## src/design/pkl_pkg.sv

```systemverilog
package pkl_pkg;

  // Address map
  localparam logic [31:0] PinmuxBaseAddr = 32'd29442336;
  localparam logic [31:0] KickBaseAddr   = 32'd29442104;
  localparam int unsigned PinmuxCount    = 20;
  localparam int unsigned PinmuxIdxW     = (PinmuxCount > 1) ? $clog2(PinmuxCount) : 1;
  localparam logic [31:0] PinmuxSpan     = 32'(4 * (PinmuxCount - 1));
  localparam logic [PinmuxIdxW-1:0] PinmuxLastIdx = PinmuxIdxW'(PinmuxCount - 1);

  // Kick keys and the reserved field of the last pin-mux register
  localparam logic [31:0] KeyFirst         = 32'h83e70b13;
  localparam logic [31:0] KeySecond        = 32'h95a4f1e0;
  localparam logic [31:0] LastReservedMask = 32'hfffffff0;

  // Access kinds and the only legal write size
  localparam logic       FuncRead  = 1'b0;
  localparam logic       FuncWrite = 1'b1;
  localparam logic [3:0] WriteSize = 4'd4;

endpackage

```

## src/design/pkl_if.sv

```systemverilog
interface pkl_req_if;
  logic        valid;
  logic        ready;
  logic        func;
  logic [31:0] address;
  logic [31:0] write_data;
  logic [3:0]  access_size;
  logic        commit;

  modport source (
    output valid, func, address, write_data, access_size, commit,
    input  ready
  );
  modport sink (
    input  valid, func, address, write_data, access_size, commit,
    output ready
  );
endinterface

interface pkl_rsp_if;
  logic        valid;
  logic        ready;
  logic        accepted;
  logic [31:0] read_data;

  modport source (
    output valid, accepted, read_data,
    input  ready
  );
  modport sink (
    input  valid, accepted, read_data,
    output ready
  );
endinterface

```

## src/design/pinmux_kick_lock_registers_core.sv

```systemverilog
// Pin-mux and kick-lock register block.
// req_i carries one bus access per item: func (read or write), byte address,
// write data, access size and commit. rsp_o returns one item per access:
// accepted, and the stored word for an accepted read (zero otherwise).
// The twenty pin-mux words live in a synchronous memory with a registered
// read; the two kick words and the unlock flag live in flip-flops.
// An accepted item passes through the read stage (memory read data and the
// per-item result parts) and then through the output register.
// The input is taken only while no item is in the read stage, so the block
// cannot take a new item until the previous one has left the read stage.
// A new item is taken while the previous response still waits in the output
// register; when the receiver stalls, the block holds the response and, once
// the next item has been read, stops taking further items until it drains.
// Reset clears the pin-mux valid bits (an unwritten entry reads as zero),
// both kick words and the unlock flag, so the block comes up locked and
// needs no clearing pass.
module pinmux_kick_lock_registers_core
  import pkl_pkg::*;
(
  input  logic       clk_i,
  input  logic       rst_ni,
  pkl_req_if.sink    req_i,
  pkl_rsp_if.source  rsp_o
);

  typedef enum logic [1:0] {
    S_IDLE = 2'b01,
    S_LOOK = 2'b10
  } state_e;

  state_e state_q, state_d;

  // Pin-mux storage: memory plus a valid bit per entry
  logic [31:0]            mem_q [PinmuxCount];
  logic [PinmuxCount-1:0] vld_q;
  logic [31:0]            mem_rd_q;
  logic                   vld_rd_q;

  logic [31:0] kick_q [2];
  logic        unlocked_q;

  // Per-item result parts held across the read cycle
  logic        ok_q;
  logic        pm_rd_q;
  logic [31:0] kick_rd_q;

  // Output register
  logic        out_vld_q;
  logic        out_ok_q;
  logic [31:0] out_data_q;

  logic                  acc;
  logic [31:0]           off;
  logic                  is_pm;
  logic [PinmuxIdxW-1:0] pm_idx;
  logic                  is_k0;
  logic                  is_k1;
  logic                  is_wr;
  logic                  rsvd_bad;
  logic                  pm_wr;
  logic                  kick_wr;
  logic                  ok;
  logic                  load_out;

  assign acc = req_i.valid && req_i.ready;

  // Decode: pin-mux window first, then the two kick words
  assign off      = req_i.address - PinmuxBaseAddr;
  assign is_pm    = (req_i.address >= PinmuxBaseAddr) && (off <= PinmuxSpan) &&
                    (req_i.address[1:0] == 2'b00);
  assign pm_idx   = off[PinmuxIdxW+1:2];
  assign is_k0    = !is_pm && (req_i.address == KickBaseAddr);
  assign is_k1    = !is_pm && (req_i.address == KickBaseAddr + 32'd4);
  assign is_wr    = (req_i.func == FuncWrite) && (req_i.access_size == WriteSize);
  assign rsvd_bad = (pm_idx == PinmuxLastIdx) &&
                    ((req_i.write_data & LastReservedMask) != 32'd0);
  assign pm_wr    = acc && is_wr && is_pm && !rsvd_bad && req_i.commit && unlocked_q;
  assign kick_wr  = acc && is_wr && (is_k0 || is_k1) && req_i.commit;

  always_comb begin
    ok = 1'b0;
    if (req_i.func == FuncRead) begin
      ok = is_pm || is_k0 || is_k1;
    end else if (req_i.access_size == WriteSize) begin
      ok = (is_pm && !rsvd_bad) || is_k0 || is_k1;
    end
  end

  // Load the output register once the read data is in and the slot is free
  assign load_out = (state_q == S_LOOK) && (!out_vld_q || rsp_o.ready);

  always_comb begin
    state_d = state_q;
    unique case (state_q)
      S_IDLE: if (acc)      state_d = S_LOOK;
      S_LOOK: if (load_out) state_d = S_IDLE;
      default:              state_d = S_IDLE;
    endcase
  end

  assign req_i.ready     = (state_q == S_IDLE);
  assign rsp_o.valid     = out_vld_q;
  assign rsp_o.accepted  = out_ok_q;
  assign rsp_o.read_data = out_data_q;

  // Memory: write and registered read at the accept edge
  always_ff @(posedge clk_i) begin
    if (pm_wr) begin
      mem_q[pm_idx] <= req_i.write_data;
    end
    if (acc) begin
      mem_rd_q <= mem_q[pm_idx];
    end
  end

  always_ff @(posedge clk_i or negedge rst_ni) begin
    if (!rst_ni) begin
      state_q    <= S_IDLE;
      vld_q      <= '0;
      vld_rd_q   <= 1'b0;
      kick_q[0]  <= '0;
      kick_q[1]  <= '0;
      unlocked_q <= 1'b0;
      out_vld_q  <= 1'b0;
    end else begin
      state_q <= state_d;
      if (acc) begin
        vld_rd_q <= vld_q[pm_idx];
      end
      if (pm_wr) begin
        vld_q[pm_idx] <= 1'b1;
      end
      // Kick writes: a wrong key relocks, the second key unlocks after the first
      if (kick_wr) begin
        if (is_k0) begin
          kick_q[0] <= req_i.write_data;
          if (req_i.write_data != KeyFirst) unlocked_q <= 1'b0;
        end else begin
          kick_q[1] <= req_i.write_data;
          if (req_i.write_data != KeySecond) begin
            unlocked_q <= 1'b0;
          end else if (kick_q[0] == KeyFirst) begin
            unlocked_q <= 1'b1;
          end
        end
      end
      if (load_out) begin
        out_vld_q <= 1'b1;
      end else if (rsp_o.ready) begin
        out_vld_q <= 1'b0;
      end
    end
  end

  // Hold the per-item result parts until the output register takes them
  always_ff @(posedge clk_i) begin
    if (acc) begin
      ok_q      <= ok;
      pm_rd_q   <= (req_i.func == FuncRead) && is_pm;
      if (req_i.func == FuncRead && is_k0) begin
        kick_rd_q <= kick_q[0];
      end else if (req_i.func == FuncRead && is_k1) begin
        kick_rd_q <= kick_q[1];
      end else begin
        kick_rd_q <= '0;
      end
    end
    if (load_out) begin
      out_ok_q   <= ok_q;
      out_data_q <= pm_rd_q ? (vld_rd_q ? mem_rd_q : 32'd0) : kick_rd_q;
    end
  end

`ifndef ASSERT_OFF
  a_accept_to_look: assert property (@(posedge clk_i) disable iff (!rst_ni)
    acc |=> (state_q == S_LOOK))
    else $error("accepted item did not enter the read stage");

  a_refused_zero: assert property (@(posedge clk_i) disable iff (!rst_ni)
    (rsp_o.valid && !rsp_o.accepted) |-> (rsp_o.read_data == 32'd0))
    else $error("refused item carries nonzero read data");

  a_unlock_cause: assert property (@(posedge clk_i) disable iff (!rst_ni)
    $rose(unlocked_q) |-> $past(kick_wr && is_k1 && (req_i.write_data == KeySecond)))
    else $error("unlock without a correct second kick write");

  a_pm_write_unlocked: assert property (@(posedge clk_i) disable iff (!rst_ni)
    pm_wr |-> unlocked_q)
    else $error("pin-mux write while locked");

  a_no_load_while_idle: assert property (@(posedge clk_i) disable iff (!rst_ni)
    (state_q == S_IDLE) |=> !($rose(out_vld_q) && $past(!acc) && (state_q == S_IDLE)))
    else $error("response loaded without an item in the read stage");
`endif

endmodule

```

## src/flat_wrapper.sv

```systemverilog
// flat-port wrapper written by rule: the top's interface ports become plain ports
module pinmux_kick_lock_registers_core_flat import pkl_pkg::*;
  (clk_i, rst_ni, req_i_valid, req_i_func, req_i_address, req_i_write_data, req_i_access_size, req_i_commit, req_i_ready, rsp_o_valid, rsp_o_accepted, rsp_o_read_data, rsp_o_ready);
  pkl_req_if req_i_i ();
  pkl_rsp_if rsp_o_i ();
  input  logic clk_i;
  input  logic rst_ni;
  input wire logic [$bits(req_i_i.valid)-1:0] req_i_valid;
  input wire logic [$bits(req_i_i.func)-1:0] req_i_func;
  input wire logic [$bits(req_i_i.address)-1:0] req_i_address;
  input wire logic [$bits(req_i_i.write_data)-1:0] req_i_write_data;
  input wire logic [$bits(req_i_i.access_size)-1:0] req_i_access_size;
  input wire logic [$bits(req_i_i.commit)-1:0] req_i_commit;
  output wire logic [$bits(req_i_i.ready)-1:0] req_i_ready;
  output wire logic [$bits(rsp_o_i.valid)-1:0] rsp_o_valid;
  output wire logic [$bits(rsp_o_i.accepted)-1:0] rsp_o_accepted;
  output wire logic [$bits(rsp_o_i.read_data)-1:0] rsp_o_read_data;
  input wire logic [$bits(rsp_o_i.ready)-1:0] rsp_o_ready;
  assign req_i_i.valid = req_i_valid;
  assign req_i_i.func = req_i_func;
  assign req_i_i.address = req_i_address;
  assign req_i_i.write_data = req_i_write_data;
  assign req_i_i.access_size = req_i_access_size;
  assign req_i_i.commit = req_i_commit;
  assign req_i_ready = req_i_i.ready;
  assign rsp_o_valid = rsp_o_i.valid;
  assign rsp_o_accepted = rsp_o_i.accepted;
  assign rsp_o_read_data = rsp_o_i.read_data;
  assign rsp_o_i.ready = rsp_o_ready;
  pinmux_kick_lock_registers_core u_core (.clk_i(clk_i), .rst_ni(rst_ni), .req_i(req_i_i), .rsp_o(rsp_o_i));
endmodule
```

## config.mk

```make
export PLATFORM = sky130hd
export DESIGN_NAME = pinmux_kick_lock_registers_core_flat
export DESIGN_NICKNAME = d
export VERILOG_FILES = /design/src/design/pkl_pkg.sv /design/src/design/pkl_if.sv /design/src/design/pinmux_kick_lock_registers_core.sv /design/src/flat_wrapper.sv
export SDC_FILE = /design/constraint.sdc
export NUM_CORES = 1
export LEC_CHECK = 0
export BUFFER_PORTS_ARGS = -buffer_cell sky130_fd_sc_hd__buf_4
export CORE_MARGIN = 1.5
export CORE_UTILIZATION = 40
export DETAILED_ROUTE_END_ITERATION = 10
export SLEW_MARGIN = 20
export SYNTH_ARGS = -nofsm -noshare
export SYNTH_HDL_FRONTEND = slang
export SYNTH_SLANG_ARGS = --single-unit
```

## constraint.sdc

```tcl
create_clock -name clk_i -period 6.7 [get_ports clk_i]
set_input_delay 1.005 -clock clk_i [delete_from_list [all_inputs] [get_ports clk_i]]
set_output_delay 1.005 -clock clk_i [all_outputs]
set_load 0.02 [all_outputs]
```

==> impl_metrics.tcl <==
set metrics [dict create \
    fill_cells 6706 \
    crit_path_cell_trace "buf_4 -> inv_1 -> ha_2 -> nor2b_1 -> o221ai_1 -> o311ai_0 -> o41ai_1 -> nor4b_1 -> nand3_2 -> nor4_2 -> buf_4" \
    vias 16400 \
    clock_path_buffers 3 \
    synth_warnings 0 \
    dp_hpwl_mm 45.3 \
    die_x_um 289 \
    seqPwrFrac_pct 51.9 \
    worstMarginPinSlew_ps 964 \
    finalClockSkew_ps 32.5 \
    htreeDepth 3 \
    finalCritPeriodShare_pct 65.2 \
    initial_core_util_pct 40.5 \
    yosys_most_used_dff "edfxtp_1" \
    use_met1_pct 27.3 \
    core-area_mm2 0.0807 \
    synth_top_area_share_pct 67.9 \
    final_common_cell "edfxtp_1" \
    wl_per_cell_um 27.2 \
    busiest_layer "met2" \
    period_minus_slack_ps 4370 \
    worstPathRequired_ps 6960 \
    ant_nets 0 \
    synth_nets 1668 \
    synth_seq_cells 828 \
    grt_pass1_wl_mm 115 \
    combPwrFrac_pct 5.3 \
    cts_tree "built" \
    grt_usage_pct 19.0 \
    dieArea_mm2 0.0834 \
    diodes 0 \
    antenna_found_initial 4 \
    powerDensity_mw_per_mm2 290 \
    cts_hold_buf 0 \
    violations "DRC" \
    met3_usage_pct 3.15 \
    ctsResizeCount 0 \
    grt_pass1_vias 16800 \
    portBuffers 108 \
    p_int_uw 8660 \
    dpl.cell_count 2725 \
    multi_input_comb_area_mm2 0.00792 \
    critPathMaxFanout 32 \
    p_sw_share_pct 21.2 \
    p_clk_share_pct 42.8 \
    drt_iter0_markers 1585 \
    p_sw_uw 2330 \
    hold_viol 0 \
    stdcell_area_mm2 0.0378 \
    fin_cells 2882 \
    insertion_delay_ps 650 \
    rows 104 \
    firstDrtPassIters 9 \
    r2r-start "u_core.state_q[0]" \
    place_congestion 0.828 \
    setup.worst_path.end_class "flip-flop" \
    postRouteWirelength_mm 78.3 \
    slowest_delay_ps 670 \
    async_reset_ff_share_pct 10.7 \
    critical_path.top_delay_family "simple AND/OR/NAND/NOR gates" \
    tns_ps 0 \
    vdd_ir_drop_max_v 0.000166 \
    status "finished with violations" \
    cellLeakagePower_uw 0.0128 \
    synth_edf_count 739 \
    timing.fmax_ghz 0.229 \
    grt_setup_unrepaired "false" \
    post_dp_cell_area_mm2 0.0351 \
    clock_sinks 828 \
    drive_gt1_share_pct 33.9 \
    post-cts-setup-buffers 0 \
    regArea_mm2 0.0244 \
    ys_top_cells_by_area "edfxtp_1 68%, mux4_2 14%, dfrtp_1 6.7%, mux2_2 3.1%, a22o_1 0.88%" \
    die_height_um 289 \
    layout_common_cells "739 x edfxtp_1, 198 x mux4_2, 157 x buf_4" \
    cts_root_buf "clkbuf_16" \
    setup_viol 0 \
    maxCapViolations 0 \
    netlist_area_mm2 0.0327 \
    synthCells 1590 \
    nets 1829 \
    drc 9 \
    yosysUniqueCellTypes 65 \
    grtUsageMet2_pct 30.4 \
    cp_slowest_cell "nand3_2" \
    ys_seq_area_share_pct 74.7 \
    grt_max_degree 114 \
    cp-start-kind "input pin" \
    cts_made_buffers 84 \
    critPathLaunch "req_i_address[6]" \
    syn_area_per_cell_um2 20.5 \
    area_delta_synth_final_pct 15.8 \
    path_clk_slew_ps 60 \
    critPathBufInv 3 \
    slew_headroom_pct 35.3 \
    routed_via_density 5.69 \
    hold_path_class "in -> async" \
    yosys.area.top_type "edfxtp_1" \
    crit_arrival_ps 4630 \
    grt-ovfl-total 0 \
    slew_viol_final 0 \
    worst_path_most_repeated_cell "buf_4" \
    worstSetupPathType "in -> reg" \
    io_pins 109 \
]
-- sequential cells by signal, summed over array words and instances, names as in the netlist --
| register | count |
|---|---|
| u_core.vld_rd_q | 1 |
| u_core.unlocked_q | 1 |
| u_core.state_q | 2 |
| u_core.mem_rd_q | 32 |
| u_core.pm_rd_q | 1 |
| u_core.ok_q | 1 |
| u_core.rsp_o.read_data | 32 |
| u_core.kick_q | 64 |
| u_core.kick_rd_q | 32 |
| u_core.rsp_o.accepted | 1 |
| u_core.vld_q | 20 |
| u_core.mem_q | 640 |
| u_core.rsp_o.valid | 1 |
-- stage by stage --
| step | setup slack, ps | hold WS, ps | power (µW) | util [%] |
|---|---|---|---|---|
| after global routing | 2120 | 320 | 11300 | 46.9 |
| after global placement | 1830 | 422 | 6390 | 43.4 |
| after floorplan | -631 | 400 | 6120 | - |
| final | 2330 | 307 | 11000 | 46.9 |
| after CTS | 2410 | 288 | 11100 | 46.9 |
| after detailed placement | 1750 | 423 | 6400 | 43.4 |
-- cell usage after synthesis, types with 3 or more instances --
library cell and count:
dfrtp_1 88, buf_1 21, and2_1 6, and3_1 4, nor4b_1 5, edfxtp_1 739
nand4b_1 3, nand4_1 12, mux2_2 90, xor2_1 4, or2_2 3, nand2_1 53
a31oi_1 6, buf_2 5, mux4_2 198, a22o_1 33, nor2_1 24, nor2b_1 13
nand3_1 7, buf_6 3, a21oi_1 9, nor3_1 13, nand2b_1 8, mux2i_1 4
clkbuf_1 55, nor4bb_1 3, ha_1 4, nor4_1 34, mux2_1 6, a41o_1 20
or3_1 4, inv_1 37, o21ai_0 36
-- power groups by stage --
stage | Sequential, µW | Clock (µW) | Combinational, µW
2_1_floorplan | 5830 | 0 | 297
3_3_place_gp | 5810 | 0 | 580
3_5_place_dp | 5810 | 0 | 590
4_1_cts | 5700 | 4800 | 592
5_1_grt | 5700 | 4980 | 625
6_report | 5700 | 4700 | 581
-- cell type report --
type	instances	share of cell area (%)
Sequential cell	828	64.6
Multi-Input combinational cell	638	20.9
Clock buffer	107	6.08
Tap cell	1060	3.51
Timing Repair Buffer	161	3.29
Clock inverter	50	1.26
Inverter	38	0.377
-- logic make-up (layout without fill, tap and decap cells) --
family                     after synthesis  after routing  synth area share (%)
adders and majority gates                4              4                 0.153
and+or+nand+nor                        204            204                  3.46
muxes                                  298            298                  17.1
AOI/OAI and AO/OA                      127            127                  2.90
xor gates and xnor gates                 5              5                 0.134
DFF                                    828            828                  74.7
buffers and inverters                  124            356                  1.54
-- layer usage --
metal  vias up  routed length [µm]
met5         -                  27
met4         4                1100
met3        85                5130
met2       574               37900
met1      8805               34200
li1       6922                   -
-- worst paths after layout --
path,end,slack (ps),cells after the start
max in group asynchronous,u_core.kick_q[22],5080,2
worst max register to register,u_core.mem_q[13][22],3940,6
worst min-delay path,u_core.kick_q[0],310,1
min in group clk_i,u_core.rsp_o.accepted,430,0
worst min register to register,u_core.rsp_o.accepted,430,0
worst max-delay path,u_core.mem_q[13][22],2330,11
-- worst register-to-register path: stages (launching register included) --
cell	delay [ps]
dfstp_2	520
nor2b_1	210
and3_1	340
nand4_1	180
buf_4	270
nor4_2	270
buf_4	580
Power figures use the tool's default switching activity.
